<file path="src/rtl/i2cee_pkg.sv">
// ----------------------------------------------------------------------------
// I2C EEPROM byte master package
// Shared command codes, bus symbol codes, control byte constants and the
// transaction kind encoding.
// ----------------------------------------------------------------------------
`default_nettype none

package i2cee_pkg;

	// Command codes carried with each input item.
	typedef enum logic [1:0] {
		OP_TICK  = 2'd0,
		OP_WRITE = 2'd1,
		OP_READ  = 2'd2,
		OP_NONE  = 2'd3
	} op_t;

	// Bus symbol codes carried with each result item.
	typedef enum logic [1:0] {
		SYM_START  = 2'd0,
		SYM_DRIVE  = 2'd1,
		SYM_SAMPLE = 2'd2,
		SYM_STOP   = 2'd3
	} sym_t;

	// Transaction kind, one-hot.
	typedef enum logic [2:0] {
		KIND_IDLE  = 3'b001,
		KIND_WRITE = 3'b010,
		KIND_READ  = 3'b100
	} kind_t;

	localparam logic [7:0] CTRL_WRITE = 8'hA0;
	localparam logic [7:0] CTRL_READ  = 8'hA1;

	// Symbol positions within a transaction.
	localparam logic [5:0] POS_ACK_CTRL  = 6'd9;
	localparam logic [5:0] POS_ACK_ADDR  = 6'd18;
	localparam logic [5:0] POS_WR_ACK    = 6'd27;
	localparam logic [5:0] POS_RD_RSTART = 6'd19;
	localparam logic [5:0] POS_RD_ACK    = 6'd28;
	localparam logic [5:0] POS_RD_NACK   = 6'd37;

	// Control byte with the block select placed in bits three to one.
	function automatic logic [7:0] ctrl_byte(input logic [7:0] base, input logic [2:0] blk);
		ctrl_byte = base | {4'b0000, blk, 1'b0};
	endfunction

endpackage

`default_nettype wire

</file>
<file path="src/rtl/i2c_eeprom_byte_master_core.sv">
// ----------------------------------------------------------------------------
// I2C EEPROM byte master core
// Sequences one-byte EEPROM writes and reads as a stream of bus symbols.
// ----------------------------------------------------------------------------
// Usage:
//   The slave-side stream takes one item per command: a start command (write
//   or read) latches the byte address and data byte and returns a START
//   symbol; every bus tick item returns the next bus symbol of the running
//   transaction and carries the SDA level sampled during that tick. Ticks
//   while idle, start commands while busy and the unused command code give
//   no result item.
//   The master-side stream returns one item per symbol; tlast marks the final
//   STOP, which carries the status and, for a read, the received byte.
//   The cfg channel writes the EEPROM block select; it is always ready.
//   A result appears in the cycle after its item is accepted, from a single
//   output register. Throughput is one item per cycle, set by the one output
//   register; while the receiver stalls and that register is full, s_tready
//   is low and no item is taken.
//   Reset clears the transaction state, the block select and the output valid
//   flag; the block comes out of reset idle.
// ----------------------------------------------------------------------------
`default_nettype none

module i2c_eeprom_byte_master_core (
	input  wire logic        clk,
	input  wire logic        arst_n,
	// Configuration write: block select.
	input  wire logic        cfg_valid,
	output logic             cfg_ready,
	input  wire logic [2:0]  cfg_data,
	// tdata: byte_address [7:0], write_byte [15:8], sda_sample [16], zero fill.
	input  wire logic        s_tvalid,
	output logic             s_tready,
	input  wire logic [23:0] s_tdata,
	// tuser: operation [1:0].
	input  wire logic [1:0]  s_tuser,
	// tdata: sda_level [0], status [1], read_byte [9:2], zero fill.
	output logic             m_tvalid,
	input  wire logic        m_tready,
	output logic [15:0]      m_tdata,
	// tuser: symbol [1:0].
	output logic [1:0]       m_tuser,
	// tlast: done_res.
	output logic             m_tlast
);
	import i2cee_pkg::*;

	// Input item fields.
	logic [1:0] in_op;
	logic [7:0] in_addr;
	logic [7:0] in_data;
	logic       in_sda;
	logic       accept;

	// Transaction state.
	logic [2:0] blk_q;
	kind_t      kind_q, kind_n;
	logic [5:0] pos_q, pos_n;
	logic [7:0] shift_q, shift_n;
	logic [7:0] addr_q, addr_n;
	logic [7:0] data_q, data_n;
	logic       nack_q, nack_n;
	logic [7:0] rcv_q, rcv_n;

	// Result of the item being accepted.
	logic       res_valid;
	sym_t       res_sym;
	logic       res_lvl;
	logic       res_done;
	logic       res_st;
	logic [7:0] res_rb;

	// Output register.
	logic       out_valid_q;
	logic [1:0] out_sym_q;
	logic       out_lvl_q;
	logic       out_done_q;
	logic       out_st_q;
	logic [7:0] out_rb_q;

	assign in_op   = s_tuser;
	assign in_addr = s_tdata[7:0];
	assign in_data = s_tdata[15:8];
	assign in_sda  = s_tdata[16];

	assign s_tready  = !out_valid_q || m_tready;
	assign accept    = s_tvalid && s_tready;
	assign cfg_ready = 1'b1;

	// Next state and result for one item.
	always_comb begin
		kind_n    = kind_q;
		pos_n     = pos_q;
		shift_n   = shift_q;
		addr_n    = addr_q;
		data_n    = data_q;
		nack_n    = nack_q;
		rcv_n     = rcv_q;
		res_valid = 1'b0;
		res_sym   = SYM_STOP;
		res_lvl   = 1'b1;
		res_done  = 1'b0;
		res_st    = 1'b0;
		res_rb    = 8'd0;
		if (accept) begin
			if (in_op == OP_WRITE || in_op == OP_READ) begin
				if (kind_q == KIND_IDLE) begin
					kind_n    = (in_op == OP_WRITE) ? KIND_WRITE : KIND_READ;
					addr_n    = in_addr;
					data_n    = in_data;
					shift_n   = ctrl_byte(CTRL_WRITE, blk_q);
					nack_n    = 1'b0;
					rcv_n     = 8'd0;
					pos_n     = 6'd1;
					res_valid = 1'b1;
					res_sym   = SYM_START;
				end
			end else if (in_op == OP_TICK && kind_q != KIND_IDLE) begin
				res_valid = 1'b1;
				if (nack_q) begin
					// The slave refused a byte: stop with failure status.
					res_done = 1'b1;
					res_st   = 1'b1;
					res_rb   = (kind_q == KIND_READ) ? rcv_q : 8'd0;
					kind_n   = KIND_IDLE;
					pos_n    = 6'd0;
				end else begin
					pos_n = pos_q + 6'd1;
					case (pos_q) inside
						[6'd1:6'd8], [6'd10:6'd17]: begin
							res_sym = SYM_DRIVE;
							res_lvl = shift_q[7];
							shift_n = {shift_q[6:0], 1'b0};
						end
						POS_ACK_CTRL: begin
							res_sym = SYM_SAMPLE;
							nack_n  = nack_q | in_sda;
							shift_n = addr_q;
						end
						POS_ACK_ADDR: begin
							res_sym = SYM_SAMPLE;
							nack_n  = nack_q | in_sda;
							shift_n = (kind_q == KIND_WRITE) ? data_q : 8'd0;
						end
						default: begin
							if (kind_q == KIND_WRITE) begin
								// Data byte, its acknowledge, then STOP.
								if (pos_q >= 6'd19 && pos_q <= 6'd26) begin
									res_sym = SYM_DRIVE;
									res_lvl = shift_q[7];
									shift_n = {shift_q[6:0], 1'b0};
								end else if (pos_q == POS_WR_ACK) begin
									res_sym = SYM_SAMPLE;
									nack_n  = nack_q | in_sda;
									shift_n = 8'd0;
								end else begin
									res_done = 1'b1;
									kind_n   = KIND_IDLE;
									pos_n    = 6'd0;
								end
							end else begin
								// Repeated START, read control byte, data in, NACK, STOP.
								if (pos_q == POS_RD_RSTART) begin
									res_sym = SYM_START;
									shift_n = ctrl_byte(CTRL_READ, blk_q);
								end else if (pos_q >= 6'd20 && pos_q <= 6'd27) begin
									res_sym = SYM_DRIVE;
									res_lvl = shift_q[7];
									shift_n = {shift_q[6:0], 1'b0};
								end else if (pos_q == POS_RD_ACK) begin
									res_sym = SYM_SAMPLE;
									nack_n  = nack_q | in_sda;
									shift_n = 8'd0;
								end else if (pos_q >= 6'd29 && pos_q <= 6'd36) begin
									res_sym = SYM_SAMPLE;
									rcv_n   = {rcv_q[6:0], in_sda};
								end else if (pos_q == POS_RD_NACK) begin
									res_sym = SYM_DRIVE;
								end else begin
									res_done = 1'b1;
									res_rb   = rcv_q;
									kind_n   = KIND_IDLE;
									pos_n    = 6'd0;
								end
							end
						end
					endcase
				end
			end
		end
	end

	// Control state and block select.
	always_ff @(posedge clk or negedge arst_n) begin
		if (!arst_n) begin
			blk_q       <= 3'd0;
			kind_q      <= KIND_IDLE;
			pos_q       <= 6'd0;
			shift_q     <= 8'd0;
			addr_q      <= 8'd0;
			data_q      <= 8'd0;
			nack_q      <= 1'b0;
			rcv_q       <= 8'd0;
			out_valid_q <= 1'b0;
		end else begin
			if (cfg_valid && cfg_ready) begin
				blk_q <= cfg_data;
			end
			kind_q  <= kind_n;
			pos_q   <= pos_n;
			shift_q <= shift_n;
			addr_q  <= addr_n;
			data_q  <= data_n;
			nack_q  <= nack_n;
			rcv_q   <= rcv_n;
			if (res_valid) begin
				out_valid_q <= 1'b1;
			end else if (m_tready) begin
				out_valid_q <= 1'b0;
			end
		end
	end

	// Result payload register, loaded with each new result.
	always_ff @(posedge clk) begin
		if (res_valid) begin
			out_sym_q  <= res_sym;
			out_lvl_q  <= res_lvl;
			out_done_q <= res_done;
			out_st_q   <= res_st;
			out_rb_q   <= res_rb;
		end
	end

	assign m_tvalid = out_valid_q;
	assign m_tuser  = out_sym_q;
	assign m_tlast  = out_done_q;
	assign m_tdata  = {6'd0, out_rb_q, out_st_q, out_lvl_q};

endmodule

`default_nettype wire
</file>
<file path="config.mk">
export PLATFORM = sky130hd
export DESIGN_NAME = i2c_eeprom_byte_master_core
export DESIGN_NICKNAME = d
export VERILOG_FILES = /design/src/rtl/i2cee_pkg.sv /design/src/rtl/i2c_eeprom_byte_master_core.sv
export SDC_FILE = /design/constraint.sdc
export NUM_CORES = 1
export LEC_CHECK = 0
export BUFFER_PORTS_ARGS = -buffer_cell sky130_fd_sc_hd__buf_4
export CAP_MARGIN = 20
export CELL_PAD_IN_SITES_DETAIL_PLACEMENT = 0
export CELL_PAD_IN_SITES_GLOBAL_PLACEMENT = 2
export CORE_MARGIN = 10
export CORE_UTILIZATION = 39
export CTS_CLUSTER_SIZE = 30
export DETAILED_ROUTE_END_ITERATION = 10
export PLACE_DENSITY_LB_ADDON = 0.1
export SLEW_MARGIN = 20
export SYNTH_ARGS = -nofsm -noshare
export SYNTH_HDL_FRONTEND = slang
export SYNTH_SLANG_ARGS = --single-unit
</file>
<file path="constraint.sdc">
create_clock -name clk -period 4.2 [get_ports clk]
set_input_delay 0.84 -clock clk [delete_from_list [all_inputs] [get_ports clk]]
set_output_delay 0.84 -clock clk [all_outputs]
set_load 0.03 [all_outputs]
</file>
**After elaboration in Yosys (flattened, before gate mapping)**

Cells that the tools add are included.

- Add/subtract/negate cells: 1
- $lt $le $gt $ge: 10
- Eq/ne operators: 32
- Mux-type cells: 122
- Bitwise operators: 3
- Reductions and logical operators: 23

Operators with widths:

| kind | count |
|---|---|
| 2-to-1 mux 8 bit | 37 |
| 2-to-1 mux 6 bit | 15 |
| 2-to-1 mux 3 bit | 16 |
| 2-to-1 mux 1 bit | 40 |
| 2-to-1 mux 2 bit | 14 |
| inequality test 4 bit, second input constant | 7 |
| equality test 6 x 5 -> 1 bit, second input constant | 4 |
| greater-or-equal comparator 6 x 5 -> 1 bit, second input constant | 3 |
| less-or-equal comparator 6 x 5 -> 1 bit, second input constant | 3 |
| inequality test 2 bit, second input constant | 7 |
| AND reduction 13 bit | 1 |
| AND reduction 12 bit | 1 |
| inequality test 3 bit, second input constant | 3 |
| nonzero test 8 bit | 1 |
| logical AND 1 bit | 7 |
| inequality test 7 x 4 -> 1 bit, second input constant | 1 |
| adder 6 x 1 -> 6 bit, second input constant | 1 |
| equality test 6 x 4 -> 1 bit, second input constant | 1 |
| equality test 6 bit, second input constant | 1 |
| greater-or-equal comparator 6 x 1 -> 1 bit, second input constant | 1 |
| greater-or-equal comparator 6 x 4 -> 1 bit, second input constant | 1 |
| less-or-equal comparator 6 x 4 -> 1 bit, second input constant | 1 |
| less-or-equal comparator 6 bit, second input constant | 1 |
| AND reduction 3 bit | 2 |
| 17 further kinds | 22 |

- Flip-flop bits (word level): 59
- Output and inout port bits: 22
- Word-level logic and storage cells: 205

**Logic depth before layout (Yosys ltp)**

Gate-level depths: netlist of run 1.

- Depth after elaboration: 13
- Depth in mapped cells: 9

**Worst setup path before layout of run 1**

OpenSTA, ideal clock, no wires.

- Kind: input-to-reg
- Start point: in s_tuser[0]
- End point: reg rcv_q[0]
- Library setup time: 0.128 ns
- Data arrival time: 2.526 ns
- Path slack: 1.547 ns
- Cell stages on the path: 8
- Path buffers: 1
- Path through: inv_1 -> ha_1 -> nand2b_1 -> or3_1 -> a21oi_1 -> nor2b_1 -> buf_2 -> mux2_1

- Word-level cells in the longest chain between the ends: 4
- Elaborated cells on any way between the ends: 18
- Classes of those cells: eq/ne: 11; mux: 1; reduce/logical: 6

Ends and longest elaborated chain:

| element | line | text |
|---|---|---|
| start, declared | i2c_eeprom_byte_master_core.sv:36 | `input wire logic [1:0] s_tuser,` |
| equality test 2 x 1 -> 1 bit, or another cell as far along | i2c_eeprom_byte_master_core.sv:106 | `if (in_op == OP_WRITE \|\| in_op == OP_READ) begin` |
| logical OR 1 bit / logical AND 1 bit (equally long branches) | i2c_eeprom_byte_master_core.sv:106, i2c_eeprom_byte_master_core.sv:118 |  |
| inequality test 2 bit (no line), or another cell as far along | n/a |  |
| AND reduction 12 bit (no line) | n/a |  |
| end signal, assigned | i2c_eeprom_byte_master_core.sv:215 | `rcv_q <= rcv_n;` |
| end, declared | i2c_eeprom_byte_master_core.sv:63 | `logic [7:0] rcv_q, rcv_n;` |

Several ways; a longest one is shown, not always the timed one.
A chain may end at the register's enable or synchronous reset.

**Final worst setup path of run 1**

- Start point: reg pos_q[1]
- End point: reg shift_q[6]

- Word-level cells in the longest chain between the ends: 11
- Elaborated cells on any way between the ends: 31
- Classes of those cells: order compare: 8; eq/ne: 6; mux: 10; reduce/logical: 7

Ends and longest elaborated chain:

| element | line | text |
|---|---|---|
| start, declared | i2c_eeprom_byte_master_core.sv:58 | `logic [5:0] pos_q, pos_n;` |
| start signal, assigned | i2c_eeprom_byte_master_core.sv:210 | `pos_q <= pos_n;` |
| greater-or-equal comparator 6 x 5 -> 1 bit / less-or-equal comparator 6 x 5 -> 1 bit (equally long branches) | i2c_eeprom_byte_master_core.sv:166 | `end else if (pos_q >= 6'd20 && pos_q <= 6'd27) begin` |
| logical AND 1 bit | i2c_eeprom_byte_master_core.sv:166 |  |
| 2-to-1 mux 8 bit | i2c_eeprom_byte_master_core.sv:166 |  |
| 2-to-1 mux 8 bit | i2c_eeprom_byte_master_core.sv:163 | `if (pos_q == POS_RD_RSTART) begin` |
| 2-to-1 mux 8 bit | i2c_eeprom_byte_master_core.sv:146 | `if (kind_q == KIND_WRITE) begin` |
| 2-to-1 mux 8 bit (3 in series) | i2c_eeprom_byte_master_core.sv:129 | `case (pos_q) inside` |
| 2-to-1 mux 8 bit | i2c_eeprom_byte_master_core.sv:120 | `if (nack_q) begin` |
| 2-to-1 mux 8 bit | i2c_eeprom_byte_master_core.sv:118 | `end else if (in_op == OP_TICK && kind_q != KIND_IDLE) begin` |
| 2-to-1 mux 8 bit | i2c_eeprom_byte_master_core.sv:106 |  |
| end signal, assigned | i2c_eeprom_byte_master_core.sv:211 | `shift_q <= shift_n;` |
| end, declared | i2c_eeprom_byte_master_core.sv:59 | `logic [7:0] shift_q, shift_n;` |

Several ways; a longest one is shown, not always the timed one. The select of a mux whose other input is x is not followed.

==> results of run 1 <==
-- worst min-delay path by stage --
stage	from	to	slack (ns)	cells past startpoint
6_report	shift_q[2]$_DFFE_PN0P_	shift_q[2]$_DFFE_PN0P_	0.48	2
4_1_cts	shift_q[0]$_DFFE_PN0P_	shift_q[0]$_DFFE_PN0P_	0.48	2
5_1_grt	rcv_q[7]$_DFFE_PN0P_	rcv_q[7]$_DFFE_PN0P_	0.50	1
3_5_place_dp	shift_q[0]$_DFFE_PN0P_	shift_q[0]$_DFFE_PN0P_	0.46	2
3_3_place_gp	shift_q[0]$_DFFE_PN0P_	shift_q[0]$_DFFE_PN0P_	0.46	2
2_1_floorplan	shift_q[0]$_DFFE_PN0P_	shift_q[0]$_DFFE_PN0P_	0.44	2
-- metal layers --
metal	wire length (microns)	up-vias	part of all wire, %
met3	391	6	4.8
met5	0	-	0
met4	65	0	0.80
met1	3807	1273	47
met2	3877	63	48
li1	-	1243	-
-- power by group --
part           leakage (nW)  switching (mW)  internal, mW
logic                 0.867           0.470         0.346
registers             0.695           0.165         0.763
clock network         0.103           0.232         0.288
total                  1.67           0.867          1.40
-- metrics by stage --
step                setup WS (ns)  utilization (%)
detailed placement          1.192            44.78
CTS                         1.213            47.12
global route                1.005            47.12
finish                      1.167            47.12
global placement            1.192            44.78
floorplan                   1.547                -
-- layout make-up --
cell class	count	share of cell area [%]
multi-input combinational	235	43.17
sequential	59	39.26
timing repair buffer	44	8.405
clock buffer	11	3.598
tap	105	3.343
clock inverter	5	1.369
inverter	9	0.8596
-- sequential cells by signal (all words and copies together) (netlist names), 2 cells and up --
register	count
kind_q	3
blk_q	3
shift_q	8
pos_q	6
m_tuser	2
addr_q	8
data_q	8
out_rb_q	8
rcv_q	8
-- synth_stat cells (8+ instances only) --
master,instances
sky130_fd_sc_hd__a21oi_1,13
sky130_fd_sc_hd__inv_1,8
sky130_fd_sc_hd__and2_1,15
sky130_fd_sc_hd__buf_4,9
sky130_fd_sc_hd__edfxtp_1,13
sky130_fd_sc_hd__nor2_1,15
sky130_fd_sc_hd__nor2b_1,16
sky130_fd_sc_hd__mux2_1,18
sky130_fd_sc_hd__nand2_1,20
sky130_fd_sc_hd__buf_2,8
sky130_fd_sc_hd__nand2b_1,8
sky130_fd_sc_hd__dfrtp_1,45
sky130_fd_sc_hd__mux2_2,11
-- cells in the final DEF (no fill, tap or decap), types with 3 or more instances in the layout --
cell                        netlist  layout
sky130_fd_sc_hd__dfrtp_1         45      45
sky130_fd_sc_hd__buf_4            9      44
sky130_fd_sc_hd__nand2_1         20      20
sky130_fd_sc_hd__mux2_1          18      18
sky130_fd_sc_hd__nor2b_1         16      16
sky130_fd_sc_hd__and2_1          15      15
sky130_fd_sc_hd__nor2_1          15      15
sky130_fd_sc_hd__a21oi_1         13      13
sky130_fd_sc_hd__edfxtp_1        13      13
sky130_fd_sc_hd__mux2_2          11      11
sky130_fd_sc_hd__clkbuf_8         0      10
sky130_fd_sc_hd__inv_1            8       8
sky130_fd_sc_hd__nand2b_1         8       8
sky130_fd_sc_hd__o21ai_1          7       7
sky130_fd_sc_hd__a22oi_1          7       7
sky130_fd_sc_hd__ha_1             7       7
sky130_fd_sc_hd__conb_1           2       7
sky130_fd_sc_hd__o21ai_0          6       6
sky130_fd_sc_hd__nor3_1           6       6
sky130_fd_sc_hd__nand3b_1         5       5
sky130_fd_sc_hd__a31oi_1          5       5
sky130_fd_sc_hd__or3_1            4       4
sky130_fd_sc_hd__a211oi_1         4       4
sky130_fd_sc_hd__o31ai_1          4       4
sky130_fd_sc_hd__nand3_1          3       3
sky130_fd_sc_hd__and3_1           3       3
sky130_fd_sc_hd__o22ai_1          3       3
sky130_fd_sc_hd__o2bb2ai_1        3       3
sky130_fd_sc_hd__a32o_1           3       3
sky130_fd_sc_hd__clkinv_2         0       3
-- worst min-delay path, cell delays in order, from the launching register on --
cell and delay [ns]:
sky130_fd_sc_hd__dfrtp_1 0.34, sky130_fd_sc_hd__nand2_1 0.05, sky130_fd_sc_hd__o31ai_1 0.05
-- cell families after synthesis --
logic type / synth area share [%]
simple gates: 18.92
compound gates: 17.85
flops: 45.48
buf+inv: 5.053
mux: 9.627
fa+ha+maj: 2.582
other cells: 0.2214
xor+xnor: 0.2583
==> metrics.txt, run 1 <==
# TYPE chip_impl_metric gauge
chip_impl_metric{name="io_pins",unit=""} 56
chip_impl_metric{name="postCtsSetupRepairBufs",unit=""} 0
chip_impl_metric{name="rr_worst_depth",unit=""} 8
chip_impl_metric{name="cp_data_arrival_time",unit="ns"} 3.25
chip_impl_metric{name="design.core.area",unit="sq um"} 8341
chip_impl_metric{name="start_util",unit="%"} 40.67
chip_impl_metric{name="post_synth_num_cell_types",unit=""} 67
chip_impl_metric{name="vias_in_the_first_global_route",unit=""} 2588
chip_impl_metric{name="clk_pin_slew_worst_paths",unit="ns"} 0.07
chip_impl_metric{name="synth-async-reset-ratio",unit="%"} 77.97
chip_impl_info{name="clockRootBuffer",value="sky130_fd_sc_hd__clkbuf_8"} 1
chip_impl_info{name="setup_repair_after_global_routing_missed_its_margin",value="no"} 1
chip_impl_metric{name="drt-wirelength-per-cell",unit="microns"} 17.40
chip_impl_metric{name="detail_route.first_pass.iterations",unit=""} 4
chip_impl_info{name="critical_path_end",value="shift_q[6]$_DFFE_PN0P_"} 1
chip_impl_metric{name="timing_worst_slew_pin_value",unit="ns"} 0.8640
chip_impl_metric{name="tns",unit="ns"} 0
chip_impl_info{name="synth_flop_cell",value="sky130_fd_sc_hd__dfrtp_1"} 1
chip_impl_metric{name="maxClockFrequency",unit="MHz"} 329.7
chip_impl_metric{name="post_cts_resized",unit=""} 0
chip_impl_metric{name="clock_sink_total",unit=""} 59
chip_impl_metric{name="globalplace.congestion",unit=""} 0.8211
chip_impl_metric{name="clock_tree.buffer_depth",unit=""} 2
chip_impl_info{name="synth_top_cells_by_area",value="sky130_fd_sc_hd__dfrtp_1, sky130_fd_sc_hd__edfxtp_1, sky130_fd_sc_hd__mux2_1"} 1
chip_impl_metric{name="finalCritPeriodShare",unit="%"} 72.22
chip_impl_metric{name="layout-area-overhead-vs-synth",unit="%"} 15.86
chip_impl_metric{name="worstPathBufferInverterCount",unit=""} 1
chip_impl_info{name="gr-max-usage-layer",value="met2"} 1
chip_impl_metric{name="ys_warn_count",unit=""} 0
chip_impl_metric{name="ir_worst_vdd",unit="uV"} 205.6
chip_impl_metric{name="layout.area.seq",unit="sq um"} 1543
chip_impl_metric{name="powerDensity",unit="nW/um^2"} 575.9
chip_impl_metric{name="die_area",unit="sq um"} 12830
chip_impl_info{name="first_element_of_the_critical_path",value="pos_q[1]$_DFFE_PN0P_"} 1
chip_impl_metric{name="globalRouteMet3Util",unit="%"} 2.958
chip_impl_metric{name="htree_levels",unit=""} 3
chip_impl_metric{name="synthDominantCellAreaShare",unit="%"} 33.20
chip_impl_info{name="status",value="finished, final reports clean"} 1
chip_impl_info{name="timing.critical_path.from_type",value="register"} 1
chip_impl_metric{name="leakagePower",unit="nW"} 1.666
chip_impl_metric{name="via_count",unit=""} 2585
chip_impl_metric{name="place_area",unit="sq um"} 3735
chip_impl_info{name="hp-class",value="reg -> reg"} 1
chip_impl_metric{name="cts_hold_buf",unit=""} 0
chip_impl_metric{name="finalSetupViolations",unit=""} 0
chip_impl_info{name="endpoint_kind",value="register"} 1
chip_impl_metric{name="fin_crit",unit="ns"} 3.033
chip_impl_metric{name="nNetsFinal",unit=""} 399
chip_impl_metric{name="final_cells",unit=""} 468
chip_impl_metric{name="grt.overflow.total",unit=""} 0
chip_impl_metric{name="reg2reg_slack",unit="ns"} 1.17
chip_impl_metric{name="grt_start_max_net_pins",unit=""} 47
chip_impl_metric{name="antenna_nets_post_route",unit=""} 0
chip_impl_metric{name="multi_input_logic_area",unit="sq um"} 1697
chip_impl_info{name="criticalPathCategory",value="reg -> reg"} 1
chip_impl_info{name="tritoncts",value="built"} 1
chip_impl_metric{name="die_h",unit="microns"} 113.3
chip_impl_metric{name="numPortBuffers",unit=""} 41
chip_impl_metric{name="cp_slowest_stage_delay",unit="ns"} 0.72
chip_impl_metric{name="instance_count_of_the_mapped_netlist",unit=""} 323
chip_impl_metric{name="placementRows",unit=""} 33
chip_impl_info{name="top_cell_type_by_total_area_after_synthesis",value="sky130_fd_sc_hd__dfrtp_1"} 1
chip_impl_metric{name="grt_util_all_layers",unit="%"} 12.98
chip_impl_metric{name="synth_enable_flop_cells",unit=""} 13
chip_impl_metric{name="final_hold_violations",unit=""} 0
chip_impl_info{name="r2r-end",value="shift_q[6]$_DFFE_PN0P_"} 1
chip_impl_metric{name="routed_wl",unit="mm"} 8.141
chip_impl_metric{name="placedCellCount",unit=""} 452
chip_impl_metric{name="global_route.usage.met2",unit="%"} 20.12
chip_impl_info{name="cpMaxStageDelayCell",value="sky130_fd_sc_hd__o21ai_1"} 1
chip_impl_metric{name="postSynthRegisterBits",unit=""} 59
chip_impl_info{name="crit_path_cell_trace",value="inv_1, ha_1, or4b_4, a21oi_4, o21ai_0, o21ai_1, nor2_1, a22o_1"} 1
chip_impl_metric{name="fin_total_pwr",unit="mW"} 2.263
chip_impl_metric{name="clock_insertion_delay_worst_skew",unit="ns"} 0.34
chip_impl_metric{name="max_cap_viol_count",unit=""} 0
chip_impl_info{name="worst_path_dominant_cell_family",value="compound AO/OA/AOI/OAI gates"} 1
chip_impl_metric{name="dieWidth",unit="microns"} 113.3
chip_impl_metric{name="grt_first_pass_wirelength",unit="mm"} 13.59
chip_impl_metric{name="antenna_cells_inserted",unit=""} 0
chip_impl_metric{name="worst_ep_required_time",unit="ns"} 4.42
chip_impl_metric{name="critPathMaxFanout",unit=""} 13
chip_impl_metric{name="critical_path_depth",unit=""} 8
chip_impl_metric{name="initial_antenna_violation_count",unit=""} 0
chip_impl_metric{name="met1_resource_use_gr",unit="%"} 17.28
chip_impl_metric{name="via_per_inst",unit=""} 5.524
chip_impl_metric{name="layout.cell_area.non_filler",unit="sq um"} 3930
chip_impl_info{name="r2r-start",value="pos_q[1]$_DFFE_PN0P_"} 1
chip_impl_metric{name="maxSlewViolCount",unit=""} 0
chip_impl_metric{name="synth-seq-area-share",unit="%"} 45.48
chip_impl_metric{name="post_route_cells_drive_above_1_share",unit="%"} 23.14
chip_impl_metric{name="fillCellCount",unit=""} 818
chip_impl_metric{name="cts_buffers",unit=""} 9
chip_impl_metric{name="synth_area",unit="sq um"} 3392
chip_impl_metric{name="clock-skew-final",unit="ns"} 0.009712
chip_impl_metric{name="syn_avg_cell_area",unit="sq um"} 10.50
chip_impl_metric{name="dr.first_iter.drc_count",unit=""} 136
chip_impl_metric{name="slew_headroom",unit="%"} 42.01
chip_impl_metric{name="finalHoldWorstSlack",unit="ns"} 0.4784
chip_impl_metric{name="drcViolationCount",unit=""} 0
chip_impl_metric{name="place.detailed.hpwl",unit="mm"} 5.708
Note: power is estimated with default switching activity, not from simulation.
==> run 2, diff against run 1 <==
--- a/config.mk
+++ b/config.mk
@@ -10,7 +10,7 @@
 export CELL_PAD_IN_SITES_DETAIL_PLACEMENT = 0
 export CELL_PAD_IN_SITES_GLOBAL_PLACEMENT = 2
 export CORE_MARGIN = 10
-export CORE_UTILIZATION = 39
+export CORE_UTILIZATION = 36
 export CTS_CLUSTER_SIZE = 30
 export DETAILED_ROUTE_END_ITERATION = 10
 export PLACE_DENSITY_LB_ADDON = 0.1
==> constraint.sdc (replaced) <==
create_clock -name clk -period 3 [get_ports clk]
set_input_delay 0.6 -clock clk [delete_from_list [all_inputs] [get_ports clk]]
set_output_delay 0.6 -clock clk [all_outputs]
set_load 0.03 [all_outputs]
==> run 2 against run 1 <==
  * Cell area up 4.0%
  * Critical endpoint is now kind_q[2]$_DFFE_PN0P_
  * Largest power group unchanged
  * Combinational power increased by 56%
  * Largest cell class unchanged
  * Total power increased by 49%
  * Non-clock buffer count increased by 16
  * Sequential power increased by 37%
==> metrics.txt, run 2 (synthesis gave the netlist of run 1 again) <==
# TYPE chip_impl_metric gauge
chip_impl_info{name="status",value="finished, final reports clean"} 1
chip_impl_metric{name="dr.first_iter.drc_count",unit=""} 173
chip_impl_metric{name="grt.overflow.total",unit=""} 0
chip_impl_metric{name="place.detailed.hpwl",unit="mm"} 5.987
chip_impl_metric{name="initial_antenna_violation_count",unit=""} 0
chip_impl_metric{name="routed_wl",unit="mm"} 8.380
chip_impl_info{name="endpoint_kind",value="register"} 1
chip_impl_metric{name="ir_worst_vdd",unit="uV"} 465.5
chip_impl_metric{name="timing_worst_slew_pin_value",unit="ns"} 0.6639
chip_impl_info{name="mostFrequentLayoutCell",value="sky130_fd_sc_hd__buf_4"} 1
chip_impl_info{name="setup_repair_after_global_routing_missed_its_margin",value="no"} 1
chip_impl_metric{name="fin_total_pwr",unit="mW"} 3.375
chip_impl_metric{name="maxClockFrequency",unit="MHz"} 371.8
chip_impl_metric{name="die_area",unit="sq um"} 13710
chip_impl_metric{name="tns",unit="ns"} 0
chip_impl_metric{name="fin_ws",unit="ns"} 0.3102
chip_impl_metric{name="cp_data_arrival_time",unit="ns"} 2.91
chip_impl_metric{name="cts_buffers",unit=""} 9
chip_impl_metric{name="powerDensity",unit="nW/um^2"} 825.9
chip_impl_metric{name="via_per_inst",unit=""} 5.337
chip_impl_metric{name="drcViolationCount",unit=""} 0
chip_impl_metric{name="finalSetupViolations",unit=""} 0
chip_impl_metric{name="grt_start_max_net_pins",unit=""} 47
chip_impl_metric{name="clock_sink_total",unit=""} 59
chip_impl_metric{name="utilization",unit="%"} 44.44
chip_impl_metric{name="max_cap_viol_count",unit=""} 0
chip_impl_metric{name="layout-area-overhead-vs-synth",unit="%"} 20.47
chip_impl_metric{name="cts_hold_buf",unit=""} 0
chip_impl_metric{name="clock-skew-final",unit="ns"} 0.01207
chip_impl_metric{name="drt-wirelength-per-cell",unit="microns"} 17.10
chip_impl_metric{name="fin_crit",unit="ns"} 2.690
chip_impl_metric{name="placementRows",unit=""} 35
chip_impl_metric{name="start_util",unit="%"} 36.88
chip_impl_metric{name="detail_route.first_pass.iterations",unit=""} 4
chip_impl_metric{name="clock_tree.buffer_depth",unit=""} 2
chip_impl_metric{name="post_cts_resized",unit=""} 0
chip_impl_metric{name="dieWidth",unit="microns"} 117.1
chip_impl_metric{name="slew_headroom",unit="%"} 55.74
chip_impl_metric{name="io_pins",unit=""} 56
chip_impl_info{name="tritoncts",value="built"} 1
chip_impl_metric{name="clk_pin_slew_worst_paths",unit="ns"} 0.08
chip_impl_metric{name="htree_levels",unit=""} 3
chip_impl_metric{name="die_h",unit="microns"} 117.1
chip_impl_metric{name="grt_util_all_layers",unit="%"} 12.45
chip_impl_info{name="clockRootBuffer",value="sky130_fd_sc_hd__clkbuf_8"} 1
chip_impl_metric{name="postCtsSetupRepairBufs",unit=""} 0
chip_impl_metric{name="finalHoldWorstSlack",unit="ns"} 0.2664
chip_impl_info{name="hp-class",value="in -> async"} 1
chip_impl_metric{name="leakagePower",unit="nW"} 1.756
chip_impl_metric{name="via_count",unit=""} 2615
chip_impl_info{name="timing.critical_path.from_type",value="register"} 1
chip_impl_metric{name="antenna_nets_post_route",unit=""} 0
chip_impl_metric{name="worst_ep_required_time",unit="ns"} 3.22
chip_impl_metric{name="numPortBuffers",unit=""} 41
chip_impl_metric{name="finalCritPeriodShare",unit="%"} 89.66
chip_impl_metric{name="globalplace.congestion",unit=""} 0.7949
chip_impl_info{name="layout_common_cells",value="sky130_fd_sc_hd__buf_4, sky130_fd_sc_hd__dfrtp_1, sky130_fd_sc_hd__nand2_1, sky130_fd_sc_hd__mux2_1, sky130_fd_sc_hd__nor2b_1"} 1
chip_impl_metric{name="grt_first_pass_wirelength",unit="mm"} 13.35
chip_impl_metric{name="post_route_cells_drive_above_1_share",unit="%"} 26.65
chip_impl_metric{name="maxSlewViolCount",unit=""} 0
chip_impl_info{name="criticalPathCategory",value="reg -> reg"} 1
chip_impl_metric{name="design.core.area",unit="sq um"} 9196
chip_impl_metric{name="antenna_cells_inserted",unit=""} 0
chip_impl_metric{name="vias_in_the_first_global_route",unit=""} 2524
chip_impl_metric{name="clock_insertion_delay_worst_skew",unit="ns"} 0.34
chip_impl_metric{name="nNetsFinal",unit=""} 415
chip_impl_metric{name="post-place-ws",unit="ns"} 0.2622
chip_impl_metric{name="final_hold_violations",unit=""} 0
chip_impl_metric{name="critPathMaxFanout",unit=""} 21
## run 2: cell count changes in the layout (fill, tap and decap cells not counted), sizes merged
cell,before,now
bufinv,1,2
buf,44,60
clkbuf,11,9
inv,9,10
## run 2: worst paths after layout
kind	startpoint	slack (ns)	end	cells after the start
setup / recovery	pos_q[3]$_DFFE_PN0P_	0.31	kind_q[2]$_DFFE_PN0P_	6
hold / removal	arst_n	0.27	pos_q[1]$_DFFE_PN0P_	1
setup reg to reg	pos_q[3]$_DFFE_PN0P_	0.31	kind_q[2]$_DFFE_PN0P_	6
hold reg to reg	rcv_q[7]$_DFFE_PN0P_	0.48	rcv_q[7]$_DFFE_PN0P_	1
max in group asynchronous	arst_n	2.32	shift_q[3]$_DFFE_PN0P_	1
min in group clk	s_tdata[8]	0.47	data_q[0]$_DFFE_PN0P_	2
## run 2: layer usage
metal	up-vias	global-route usage (%)	share of wire, %
met3	6	2.905	5.0
li1	1265	-	-
met1	1283	17.25	48
met5	-	0	0
met4	0	3.954	0.69
met2	61	18.71	46
## run 2: through the flow
stage | instances | area, sq um
5_1_grt | 490 | 4086
6_report | 490 | 4086
3_5_place_dp | 474 | 3862
4_1_cts | 490 | 4086
2_1_floorplan | 328 | 3411
3_3_place_gp | 474 | 3862
## run 2: power breakdown
part / switching, mW / internal (mW) / total, mW
sequential: 0.205 / 1.07 / 1.27
clock: 0.355 / 0.473 / 0.829
combinational: 0.711 / 0.563 / 1.27
total: 1.27 / 2.10 / 3.37
## run 2: layout make-up
class / instances / area, sq um
Fill cell: 930 / 5110
Multi-Input combinational cell: 235 / 1697
Sequential cell: 59 / 1543
Timing Repair Buffer: 60 / 450.4
Tap cell: 111 / 138.9
Clock buffer: 9 / 123.9
Clock inverter: 7 / 100.1
Inverter: 9 / 33.78
## run 2: critical path, cell delays in order, from the launching register on
cell and delay (ns):
sky130_fd_sc_hd__dfrtp_1 0.77, sky130_fd_sc_hd__inv_1 0.27, sky130_fd_sc_hd__o31a_1 0.36, sky130_fd_sc_hd__a32oi_1 0.35
sky130_fd_sc_hd__nor3_2 0.11, sky130_fd_sc_hd__o31ai_2 0.36, sky130_fd_sc_hd__mux2_1 0.36
